===== src/rtl/core/sui_pkg.sv =====
// Package for the sorted unique insert block: request codes, status codes,
// field widths and the output request struct. No dependencies.
`default_nettype none

package sui_pkg;

  localparam int unsigned VAL_W  = 32;
  localparam int unsigned POS_W  = 5;
  localparam int unsigned FUNC_W = 2;
  localparam int unsigned STAT_W = 2;
  localparam int unsigned OUT_TDATA_W = 40;

  localparam logic [6:0] MAX_RESULTS = 7'd32;

  localparam logic [FUNC_W-1:0] FN_CLEAR  = 2'd0;
  localparam logic [FUNC_W-1:0] FN_APPEND = 2'd1;
  localparam logic [FUNC_W-1:0] FN_INSERT = 2'd2;

  localparam logic [STAT_W-1:0] STAT_INSERTED = 2'd0;
  localparam logic [STAT_W-1:0] STAT_PRESENT  = 2'd1;
  localparam logic [STAT_W-1:0] STAT_FULL     = 2'd2;

  typedef struct packed {
    logic [VAL_W-1:0]  value;
    logic [POS_W-1:0]  position;
    logic              last;
    logic [STAT_W-1:0] status;
  } out_req_t;

endpackage

`default_nettype wire


===== src/rtl/core/sui_ram.sv =====
// Generic simple dual-port RAM: one write port, one read port with a
// registered read that holds its data while no read is enabled. No dependencies.
`default_nettype none

module sui_ram #(
  parameter int unsigned WIDTH = 32,
  parameter int unsigned DEPTH = 32
) (
  input  wire logic                                   clk_i,
  input  wire logic                                   we_i,
  input  wire logic [((DEPTH > 1) ? $clog2(DEPTH) : 1)-1:0] waddr_i,
  input  wire logic [WIDTH-1:0]                       wdata_i,
  input  wire logic                                   re_i,
  input  wire logic [((DEPTH > 1) ? $clog2(DEPTH) : 1)-1:0] raddr_i,
  output logic      [WIDTH-1:0]                       rdata_o
);

  logic [WIDTH-1:0] mem_q [DEPTH];
  logic [WIDTH-1:0] rdata_q;

  always_ff @(posedge clk_i) begin
    if (we_i) begin
      mem_q[waddr_i] <= wdata_i;
    end
    if (re_i) begin
      rdata_q <= mem_q[raddr_i];
    end
  end

  assign rdata_o = rdata_q;

endmodule

`default_nettype wire


===== src/rtl/core/sui_outreg.sv =====
// Output register of the sorted insert block: holds one result request
// until the master side takes it. Depends on sui_pkg.
`default_nettype none

module sui_outreg
  import sui_pkg::*;
(
  input  wire logic                   clk_i,
  input  wire logic                   rst_ni,
  input  wire logic                   load_i,
  input  wire out_req_t               req_i,
  output logic                        free_o,
  output logic                        m_axis_tvalid_o,
  input  wire logic                   m_axis_tready_i,
  output logic [OUT_TDATA_W-1:0]      m_axis_tdata_o,  // value_out[31:0], position[36:32]
  output logic                        m_axis_tlast_o,
  output logic [STAT_W-1:0]           m_axis_tuser_o   // status[1:0]
);

  logic     valid_q, valid_d;
  out_req_t req_q;

  assign free_o = !valid_q || m_axis_tready_i;

  always_comb begin
    valid_d = valid_q;
    if (load_i) begin
      valid_d = 1'b1;
    end else if (m_axis_tready_i) begin
      valid_d = 1'b0;
    end
  end

  always_ff @(posedge clk_i or negedge rst_ni) begin
    if (!rst_ni) begin
      valid_q <= 1'b0;
    end else begin
      valid_q <= valid_d;
    end
  end

  always_ff @(posedge clk_i) begin
    if (load_i) begin
      req_q <= req_i;
    end
  end

  assign m_axis_tvalid_o = valid_q;
  assign m_axis_tdata_o  = {3'b000, req_q.position, req_q.value};
  assign m_axis_tlast_o  = req_q.last;
  assign m_axis_tuser_o  = req_q.status;

endmodule

`default_nettype wire


===== src/rtl/core/sorted_unique_insert.sv =====
// Top level of the sorted unique insert block: list controller around one
// entry RAM. Depends on sui_pkg, sui_ram and sui_outreg.
//
//   Channel  Dir  Sideband      Payload
//   s_axis   in   tuser: func   tdata: value[31:0]
//   m_axis   out  tuser: status tdata: value_out[31:0], position[36:32]; tlast: last
//
// Clear and append requests complete in the idle state. An insert request
// with n entries in the list starts the RAM read, searches the list one
// entry at a time, then streams the list out one entry at a time, n entries
// (n + 1 when the value goes in), writing each shifted entry back through
// the same RAM pass. Output stalls pause the stream pass.
// Reset empties the list at once; the entry RAM has no reset.
`default_nettype none

module sorted_unique_insert
  import sui_pkg::*;
#(
  parameter int unsigned DEPTH = 32
) (
  input  wire logic                   clk_i,
  input  wire logic                   rst_ni,
  input  wire logic                   s_axis_tvalid_i,
  output logic                        s_axis_tready_o,
  input  wire logic [VAL_W-1:0]       s_axis_tdata_i,  // value[31:0]
  input  wire logic [FUNC_W-1:0]      s_axis_tuser_i,  // func[1:0]
  output logic                        m_axis_tvalid_o,
  input  wire logic                   m_axis_tready_i,
  output logic [OUT_TDATA_W-1:0]      m_axis_tdata_o,  // value_out[31:0], position[36:32]
  output logic                        m_axis_tlast_o,
  output logic [STAT_W-1:0]           m_axis_tuser_o   // status[1:0]
);

  localparam int unsigned AW = (DEPTH > 1) ? $clog2(DEPTH) : 1;
  localparam int unsigned CW = $clog2(DEPTH + 1);
  localparam logic [CW-1:0] DEPTH_C = CW'(DEPTH);
  localparam logic [CW-1:0] ONE_C   = CW'(1);

  localparam logic [1:0] S_IDLE = 2'd0;
  localparam logic [1:0] S_SRCH = 2'd1;
  localparam logic [1:0] S_EMIT = 2'd2;

  logic [1:0]        state_q, state_d;
  logic [CW-1:0]     cnt_q, cnt_d;
  logic [CW-1:0]     idx_q, idx_d;
  logic [CW-1:0]     pos_q, pos_d;
  logic [CW-1:0]     total_q, total_d;
  logic              ins_q, ins_d;
  logic [STAT_W-1:0] stat_q, stat_d;
  logic signed [VAL_W-1:0] val_q, val_d;
  logic [VAL_W-1:0]  hold_q, hold_d;

  logic              we, re;
  logic [AW-1:0]     waddr, raddr;
  logic [VAL_W-1:0]  wdata, rdata;
  logic signed [VAL_W-1:0] rd_s;
  logic [VAL_W-1:0]  emit_val;
  logic [CW-1:0]     idx_nx;
  logic              in_accept, in_range, out_free, out_load;
  out_req_t          out_req;

  sui_ram #(
    .WIDTH (VAL_W),
    .DEPTH (DEPTH)
  ) u_ram (
    .clk_i   (clk_i),
    .we_i    (we),
    .waddr_i (waddr),
    .wdata_i (wdata),
    .re_i    (re),
    .raddr_i (raddr),
    .rdata_o (rdata)
  );

  sui_outreg u_outreg (
    .clk_i           (clk_i),
    .rst_ni          (rst_ni),
    .load_i          (out_load),
    .req_i           (out_req),
    .free_o          (out_free),
    .m_axis_tvalid_o (m_axis_tvalid_o),
    .m_axis_tready_i (m_axis_tready_i),
    .m_axis_tdata_o  (m_axis_tdata_o),
    .m_axis_tlast_o  (m_axis_tlast_o),
    .m_axis_tuser_o  (m_axis_tuser_o)
  );

  assign s_axis_tready_o = (state_q == S_IDLE);
  assign in_accept       = s_axis_tvalid_i && s_axis_tready_o;
  assign rd_s            = $signed(rdata);
  assign idx_nx          = idx_q + ONE_C;
  assign in_range        = (7'(idx_q) < MAX_RESULTS);

  always_comb begin
    if (!ins_q || (idx_q < pos_q)) begin
      emit_val = rdata;
    end else if (idx_q == pos_q) begin
      emit_val = val_q;
    end else begin
      emit_val = hold_q;
    end
  end

  always_comb begin
    state_d  = state_q;
    cnt_d    = cnt_q;
    idx_d    = idx_q;
    pos_d    = pos_q;
    total_d  = total_q;
    ins_d    = ins_q;
    stat_d   = stat_q;
    val_d    = val_q;
    hold_d   = hold_q;
    we       = 1'b0;
    waddr    = '0;
    wdata    = s_axis_tdata_i;
    re       = 1'b0;
    raddr    = '0;
    out_load = 1'b0;
    out_req  = '0;

    case (state_q)
      S_IDLE: begin
        if (in_accept) begin
          case (s_axis_tuser_i)
            FN_CLEAR: begin
              cnt_d = '0;
            end
            FN_APPEND: begin
              if (cnt_q < DEPTH_C) begin
                we    = 1'b1;
                waddr = cnt_q[AW-1:0];
                cnt_d = cnt_q + ONE_C;
              end
            end
            FN_INSERT: begin
              val_d = $signed(s_axis_tdata_i);
              re    = 1'b1;
              idx_d = '0;
              if (cnt_q == '0) begin
                ins_d   = 1'b1;
                stat_d  = STAT_INSERTED;
                pos_d   = '0;
                total_d = ONE_C;
                state_d = S_EMIT;
              end else begin
                state_d = S_SRCH;
              end
            end
            default: begin
            end
          endcase
        end
      end

      S_SRCH: begin
        if (rd_s == val_q) begin
          ins_d   = 1'b0;
          stat_d  = STAT_PRESENT;
          total_d = cnt_q;
          re      = 1'b1;
          idx_d   = '0;
          state_d = S_EMIT;
        end else if ((rd_s > val_q) || (idx_q == cnt_q - ONE_C)) begin
          if (cnt_q == DEPTH_C) begin
            ins_d   = 1'b0;
            stat_d  = STAT_FULL;
            total_d = cnt_q;
          end else begin
            ins_d   = 1'b1;
            stat_d  = STAT_INSERTED;
            pos_d   = (rd_s > val_q) ? idx_q : cnt_q;
            total_d = cnt_q + ONE_C;
          end
          re      = 1'b1;
          idx_d   = '0;
          state_d = S_EMIT;
        end else begin
          re    = 1'b1;
          raddr = idx_nx[AW-1:0];
          idx_d = idx_nx;
        end
      end

      S_EMIT: begin
        if (!in_range || out_free) begin
          out_load         = in_range;
          out_req.value    = emit_val;
          out_req.position = POS_W'(idx_q);
          out_req.last     = (idx_nx == total_q) || (7'(idx_q) == MAX_RESULTS - 7'd1);
          out_req.status   = stat_q;
          if (ins_q && (idx_q >= pos_q)) begin
            we     = 1'b1;
            waddr  = idx_q[AW-1:0];
            wdata  = emit_val;
            hold_d = rdata;
          end
          if (idx_nx == total_q) begin
            cnt_d   = total_q;
            state_d = S_IDLE;
          end else begin
            re    = 1'b1;
            raddr = idx_nx[AW-1:0];
            idx_d = idx_nx;
          end
        end
      end

      default: begin
        state_d = S_IDLE;
      end
    endcase
  end

  always_ff @(posedge clk_i or negedge rst_ni) begin
    if (!rst_ni) begin
      state_q <= S_IDLE;
      cnt_q   <= '0;
      idx_q   <= '0;
      pos_q   <= '0;
      total_q <= '0;
      ins_q   <= 1'b0;
      stat_q  <= STAT_INSERTED;
    end else begin
      state_q <= state_d;
      cnt_q   <= cnt_d;
      idx_q   <= idx_d;
      pos_q   <= pos_d;
      total_q <= total_d;
      ins_q   <= ins_d;
      stat_q  <= stat_d;
    end
  end

  always_ff @(posedge clk_i) begin
    val_q  <= val_d;
    hold_q <= hold_d;
  end

endmodule

`default_nettype wire


===== config.mk =====
export PLATFORM = sky130hd
export DESIGN_NAME = sorted_unique_insert
export DESIGN_NICKNAME = d
export VERILOG_FILES = /design/src/rtl/core/sui_pkg.sv /design/src/rtl/core/sui_ram.sv /design/src/rtl/core/sui_outreg.sv /design/src/rtl/core/sorted_unique_insert.sv
export SDC_FILE = /design/constraint.sdc
export NUM_CORES = 1
export LEC_CHECK = 0
export BUFFER_PORTS_ARGS = -buffer_cell sky130_fd_sc_hd__buf_2
export CAP_MARGIN = 20
export CORE_ASPECT_RATIO = 0.5
export CORE_MARGIN = 2
export CORE_UTILIZATION = 25
export CTS_CLUSTER_DIAMETER = 200
export DETAILED_ROUTE_END_ITERATION = 8
export GPL_TIMING_DRIVEN = 1
export HOLD_SLACK_MARGIN = 0.15
export SYNTH_ARGS = -nofsm -noshare
export SYNTH_HDL_FRONTEND = slang
export SYNTH_HIERARCHICAL = 1
export SYNTH_SLANG_ARGS = --single-unit

===== constraint.sdc =====
create_clock -name clk_i -period 5.2 [get_ports clk_i]
set_input_delay 0 -clock clk_i [delete_from_list [all_inputs] [get_ports clk_i]]
set_output_delay 0 -clock clk_i [all_outputs]
set_load 0.01 [all_outputs]

==> impl_results.md, run 1 <==
- RSZ-0062 raised after global routing: false
- Area delta synth->final: 21.5%
- Initial antenna violation count: 0
- Hold Slack: 220 ps
- Max Clock Skew: 40.4 ps
- Ports: 83
- Final core utilization: 30.7%
- Total chip power: 31100 uW
- Async S/R FF share, synth: 2.52%
- Worst-skew pair later-pin latency: 740 ps
- Slew @ Worst Pin: 1200 ps
- Routed WL: 133 mm
- Crit path kind: reg2reg
- N_diodes: 0
- Row cnt: 113
- First-pass GRT wire length: 192 mm
- CP startpoint kind: register
- Yosys warns: 6
- Hold Vio Cnt, Final: 0
- Reg2reg start: u_ram/rdata_o[23]
- Rel. slew slack: 19.4%
- CTS root buf: clkbuf_16
- Final min period: 5030 ps
- Overflow after GRT: 0
- CTS tree: done
- Hold Path Cell Cnt: 4
- RePlAce Congestion: 0.808
- Worst Hold End: u_ram/mem_q[27][17]
- Routed Antenna Nets: 0
- Worst Path Max Fanout: 29
- Fmax: 0.199 GHz
- Hold WC Path Type: in2reg
- Fin Setup TNS: 0 ps
- Die area: 196000 um2
- Status: finished clean
- CP Capture Type: register
- CP max stage cell: and2_4
- Largest net degree at the start of global routing: 51
- Final Max Tran Viols: 0
- # nets final: 3416
- Final period utilization: 96.8%
- Leakage: 0.0189 uW
- Via count: 27900
- DP Cell Count: 5657
- Core Area: 191000 um2
- Vias per cell: 4.67
- Initial drt markers: 2749
- CTS buffer count: 120
- R2r endpoint: u_ram/rdata_o[29]
- Clock sinks: 1190
- Mapped Area: 48200 um2
- Worst-case reg-to-reg path depth: 16
- Reg clk slew, reported paths: 60 ps
- Seq cells post-synth: 1190
- Worst EP arrival: 5460 ps
- CP top delay family: compound AO/OA/AOI/OAI gates
- Post-synth cell types: 61
- PortBufs: 79
- DRC Markers: 0
- Worst vdd ir: 0.477 mV
- Max-Cap Viols: 0
- GRT Util Overall: 13.2%
- CP Cell Sequence: ha_1 -> a21oi_1 -> o21ai_0 -> a22o_1 -> o41a_1 -> nor3_4 -> and4_4 -> o21ai_0 -> buf_4 -> nor2_1 -> and2_4 -> buf_12 -> a21oi_1 -> a31oi_1 -> buf_4 -> nand3_1
- H-tree depth: 3
- Max Root-Sink Buffers: 3
- Worst Path Buf+Inv: 3
- Mean Syn Cell Area: 16.2 um2
- Synth Instances: 2975
- Worst reg-to-reg setup slack: 170 ps
- Wire per inst: 22.3 um
- Most used DFF post-synth: edfxtp_1
- CP max stage delay: 580 ps
- Drt pass-1 iters: 5
- Seq/Total Area, Yosys: 73.9%
- Initial core utilization: 25.3%
- DIE HEIGHT: 314 um
- Fraction of layout cells with a size suffix above 1: 16.7%
- Post-synth EDFFs: 1160
- Hold path startpoint: s_axis_tdata_i[17]
- Pwr Density: 532 nW/um2
- Die width: 625 um
- DP HPWL: 79.0 mm
- CP required: 5620 ps
- Final setup fails: 0
- Vias in the first global route: 27900
- Fillcell total: 18600
- Finished Layout Cells: 5964
==> cell usage in the layout, fill, tap and decap left out, types with 20 or more instances in the layout <==
cell | synthesis | final
edfxtp_1 | 1160 | 1160
mux2i_1 | 545 | 545
buf_4 | 37 | 174
nand2_1 | 161 | 159
a21oi_1 | 154 | 154
clkbuf_16 | 0 | 120
nand3_1 | 109 | 109
a22oi_1 | 99 | 99
nor2_1 | 127 | 89
buf_2 | 38 | 79
a22o_1 | 77 | 77
dlygate4sd3_1 | 0 | 75
buf_12 | 0 | 61
inv_1 | 54 | 53
ha_1 | 45 | 45
nor3_1 | 43 | 43
nor2_4 | 0 | 37
a31oi_1 | 34 | 34
dfrtp_1 | 30 | 30
clkbuf_1 | 64 | 28
clkinv_1 | 0 | 27
o21ai_2 | 1 | 21
clkinv_2 | 0 | 20
==> how the worst max path moves through the flow <==
stage / from / to / slack, ps / cells after the start
final: u_ram/rdata_o[23] / u_ram/rdata_o[29] / 170 / 16
after global routing: u_ram/rdata_o[23] / u_ram/rdata_o[19] / 30 / 16
after CTS: u_ram/rdata_o[23] / u_ram/rdata_o[28] / 110 / 16
after detailed placement: u_ram/rdata_o[23] / u_ram/rdata_o[28] / 130 / 16
after global placement: u_ram/rdata_o[23] / u_ram/rdata_o[29] / 120 / 16
after floorplan: idx_q[0] / u_ram/mem_q[19][0] / 270 / 13
==> cells in the mapped netlist, types with 38 or more instances <==
library cell | count | area (um2)
edfxtp_1 | 1160 | 34800
mux2i_1 | 545 | 5460
nand2_1 | 161 | 604
a21oi_1 | 154 | 771
nor2_1 | 127 | 477
nand3_1 | 109 | 546
a22oi_1 | 99 | 743
a22o_1 | 77 | 674
clkbuf_1 | 64 | 240
inv_1 | 54 | 203
o21ai_0 | 51 | 255
ha_1 | 45 | 563
nor3_1 | 43 | 215
buf_2 | 38 | 190
==> stage by stage <==
step / instance area (um2) / worst slack, ps
after floorplan: 48200 / 270
after global placement: 53700 / 119
after detailed placement: 53700 / 130
after CTS: 58400 / 114
after global routing: 58500 / 25.8
final: 58500 / 167
==> worst register-to-register path: cells and delay by family (launching register included) <==
family                     cells  cell delay [ps]
and+or+nand+nor                5             1550
buffers and inverters          3              630
AOI/OAI and AO/OA              7             1730
adders and majority gates      1              360
DFF                            1              470
==> state kept, by name, summed over array words and instances, names as in the netlist <==
register and flops:
pos_q 6, stat_q 2, u_outreg/m_axis_tuser_o 2, u_ram/rdata_o 32
ins_q 1, u_ram/mem_q 1024, hold_q 32, idx_q 6
state_q 2, u_outreg/m_axis_tvalid_o 1, u_outreg/m_axis_tlast_o 1, cnt_q 6
total_q 6, u_outreg/m_axis_tdata_o 37, val_q 32
==> final cells by class <==
type | count | area (um2) | share of cell area (%)
clock inverter | 75 | 810 | 1.38
multi-input combinational | 1570 | 11900 | 20.3
timing repair buffer | 397 | 3790 | 6.47
inverter | 54 | 203 | 0.346
tap | 2530 | 3170 | 5.41
clock buffer | 148 | 3110 | 5.31
sequential | 1190 | 35600 | 60.8
==> report_power, final <==
group | leakage [uW] | switching (uW) | internal, uW
Clock | 0.00190 | 3670 | 4950
Combinational | 0.00613 | 5950 | 3370
Sequential | 0.0109 | 415 | 12800
Total | 0.0189 | 10000 | 21100
==> metal layers <==
metal | vias to the layer above | track usage (%) | wire [um]
li1 | 12300 | - | -
met1 | 14500 | 17.0 | 55400
met2 | 906 | 23.0 | 66000
met3 | 197 | 1.87 | 7790
met4 | 0 | 4.17 | 4040
met5 | - | 0 | 0
==> cells by family after synthesis <==
kind of cell | count (synthesis) | synth area share [%]
xor+xnor | 21 | 0.382
buf+inv | 217 | 2.34
fa+ha+maj | 45 | 1.17
mux | 545 | 11.3
compound gates | 447 | 6.06
flops | 1190 | 73.9
simple gates | 509 | 4.83
other cells | 1 | 0.00779
==> repair_timing <==
action	in CTS	in global routing
endpoints found under the setup margin	0	4
hold buffers	76	0
resized for setup	0	2
setup buffers	0	3
endpoints found under the hold margin	1111	0
Note: power is estimated with default switching activity, not from simulation.
==> run 2, diff against run 1 <==
--- a/config.mk
+++ b/config.mk
@@ -9,7 +9,7 @@
 export CAP_MARGIN = 20
 export CORE_ASPECT_RATIO = 0.5
 export CORE_MARGIN = 2
-export CORE_UTILIZATION = 25
+export CORE_UTILIZATION = 40
 export CTS_CLUSTER_DIAMETER = 200
 export DETAILED_ROUTE_END_ITERATION = 8
 export GPL_TIMING_DRIVEN = 1
==> impl_results.md, run 2 (synthesized netlist as in run 1, its figures left out) <==
- Cell mode on critical path: buf_4
- Worst reg-to-reg setup slack: 330 ps (+170 ps)
- Via count: 27800 (-0.27%)
- Worst vdd ir: 0.371 mV (-22%)
- Worst-skew pair later-pin latency: 710 ps (-30 ps)
- Vias in the first global route: 26800 (-3.9%)
- Hold WC Path Type: in2reg
- Hold path startpoint: s_axis_tdata_i[26]
- Worst EP arrival: 5260 ps (-200 ps)
- Commonest non-fill, non-tap cells in the layout: edfxtp_1, mux2i_1, nand2_1, buf_4, a21oi_1
- Reg clk slew, reported paths: 70 ps (about the same)
- Final setup fails: 0 (unchanged)
- Die width: 495 um (-21%)
- Largest net degree at the start of global routing: 65 (+27%)
- Comb power frac: 30.4% (+0.4 points)
- CP startpoint kind: register
- Fillcell total: 10100 (-46%)
- Routed Antenna Nets: 0 (unchanged)
- Fin Setup TNS: 0 ps (unchanged)
- RSZ-0062 raised after global routing: false
- CP Capture Type: register
- Max Clock Skew: 25.8 ps (-14.6 ps)
- Met3 usage: 3.87% (+2.0 points)
- CTS buffer count: 107 (-11%)
- Drt pass-1 iters: 8 (+3)
- GR Util met1: 31.5% (+15 points)
- Crit path depth: 19 (+3)
- N_diodes: 0 (unchanged)
- Pwr Density: 537 nW/um2 (+1.0%)
- Core Area: 119000 um2 (-38%)
- First-pass GRT wire length: 189 mm (-1.6%)
- Pint: 20400 uW (-3.1%)
- Crit path kind: reg2reg
- CTS root buf: clkbuf_16
- Reg2reg start: u_ram/rdata_o[23]
- CTS tree: done
- H-tree depth: 3 (unchanged)
- CP max stage cell: nor4_1
- GRT Util Overall: 21.1% (+7.9 points)
- P_sw: 9850 uW (-1.8%)
- Sequential power share: 43.5% (+1.1 points)
- Met2 usage: 32.1% (+9.1 points)
- # nets final: 3365 (-1.5%)
- Wire per inst: 26.7 um (+19%)
- CP Cell Sequence: ha_1 -> a21oi_1 -> o21ai_0 -> a22o_1 -> nor4_1 -> nor3_4 -> and4_4 -> o21ai_0 -> buf_4 -> nor2_1 -> buf_4 -> nor2b_4 -> buf_12 -> buf_4 -> buf_12 -> a22o_1 -> nor3_1 -> a31oi_1 -> nand3_4
- CP max stage delay: 660 ps (+80 ps)
- Total chip power: 30300 uW (-2.7%)
- CP startpoint: u_ram/rdata_o[23]
- Ports: 83 (unchanged)
- Worst Path Max Fanout: 20 (-31%)
- DP HPWL: 77.4 mm (-2.0%)
- Die area: 123000 um2 (-37%)
- Final period utilization: 93.6% (-3.2 points)
- Post CTS Setup Buffer Count: 0 (unchanged)
- Fraction of layout cells with a size suffix above 1: 15.6% (-1.1 points)
- Max-Cap Viols: 0 (unchanged)
- Status: finished clean
- Routed WL: 132 mm (-0.79%)
- Worst-case reg-to-reg path depth: 19 (+3)
- Rel. slew slack: 34.4% (+15 points)
- Most used routing layer: met2
- Max Root-Sink Buffers: 3 (unchanged)
- DIE HEIGHT: 249 um (-21%)
- Reg with most FFs: u_ram/mem_q
- Hold Vio Cnt, Final: 0 (unchanged)
- RePlAce Congestion: 0.847 (+4.8%)
- Sw frac: 32.5% (+0.30 points)
- Slew @ Worst Pin: 981 ps (-215 ps)
- PortBufs: 79 (unchanged)
- DRC Markers: 0 (unchanged)
- Clock sinks: 1190 (unchanged)
- Leakage: 0.0184 uW (-2.6%)
- Area delta synth->final: 17.0%
- Worst Path Buf+Inv: 5 (+2)
- Initial core utilization: 40.6% (+15 points)
- Initial drt markers: 3163 (+15%)
- CP required: 5600 ps (-20 ps)
- Final Max Tran Viols: 0 (unchanged)
- Worst Setup EP: u_ram/rdata_o[13]
- Initial antenna violation count: 3 (+3)
- CP top delay family: simple AND/OR/NAND/NOR gates
- Fmax: 0.205 GHz (+3.4%)
- Vias per cell: 5.60 (+20%)
- Final min period: 4870 ps (-166 ps)
- Row cnt: 89 (-21%)
- Max FFs per register: 1024 (unchanged)
- Overflow after GRT: 0 (unchanged)
- R2r endpoint: u_ram/rdata_o[13]
- Clock share of power: 26.1% (-1.6 points)
- Most common cell after layout, fill and taps aside: edfxtp_1
-- run 2: cell count changes in the layout (fill, tap and decap cells not counted), sizes merged --
| cell | change |
|---|---|
| bufinv | -3 |
| buf | -39 |
| clkbuf | -18 |
| clkinvlp | -2 |
| and2 | +1 |
| inv | -4 |
-- run 2: power by group through the flow --
stage          Sequential (uW)  Combinational, uW  Clock [uW]
2_1_floorplan            13400               5700           0
4_1_cts                  13200               9050        8020
3_3_place_gp             13400               8840           0
6_report                 13200               9210        7900
3_5_place_dp             13400               8960           0
5_1_grt                  13200               9900        8410
-- run 2: through the flow --
| stage | std cells | util (%) | hold WS, ps | setup slack (ps) | cell area [um2] |
|---|---|---|---|---|---|
| detailed placement | 4680 | 43.8 | 103 | 194 | 52000 |
| global placement | 4680 | 43.8 | 101 | 210 | 52000 |
| global route | 4961 | 47.5 | 199 | 73.8 | 56400 |
| CTS | 4952 | 47.4 | 264 | 130 | 56200 |
| floorplan | 2977 | - | -296 | 270 | 48200 |
| finish | 4961 | 47.5 | 232 | 333 | 56400 |
-- run 2: final cells by class --
class / count / area [um2] / share of cell area [%]
inverter: 54 / 203 / 0.360
clock inverter: 66 / 629 / 1.12
tap: 1592 / 1990 / 3.53
timing repair buffer: 358 / 3220 / 5.71
multi-input combinational: 1571 / 11900 / 21.1
sequential: 1190 / 35600 / 63.1
clock buffer: 130 / 2830 / 5.02
-- run 2: how the worst min path moves through the flow --
| stage | end | slack [ps] | depth (start not counted) |
|---|---|---|---|
| finish | u_ram/mem_q[7][26] | 230 | 4 |
| global route | u_ram/mem_q[7][26] | 200 | 4 |
| CTS | state_q[1] | 260 | 4 |
| detailed placement | state_q[1] | 100 | 1 |
| global placement | state_q[1] | 100 | 1 |
| floorplan | cnt_q[0] | -300 | 0 |
-- run 2: repair_timing --
action,4_1_cts,5_1_grt
gates resized for setup,0,2
endpoints found under the setup margin,0,2
endpoints found under the hold margin,1125,0
hold buffers,76,0
-- run 2: metal layers --
metal,vias to the layer above,share of wire (%),routed length (um)
met4,0,1.7,2180
li1,12200,-,-
met2,1168,45,59800
met3,151,8.1,10700
met5,-,0,0
met1,14300,45,59500
-- run 2: worst min-delay path: stages --
cell           delay (ps)
dlygate4sd3_1         520
buf_2                 100
nand2_1                50
o21ai_2               120
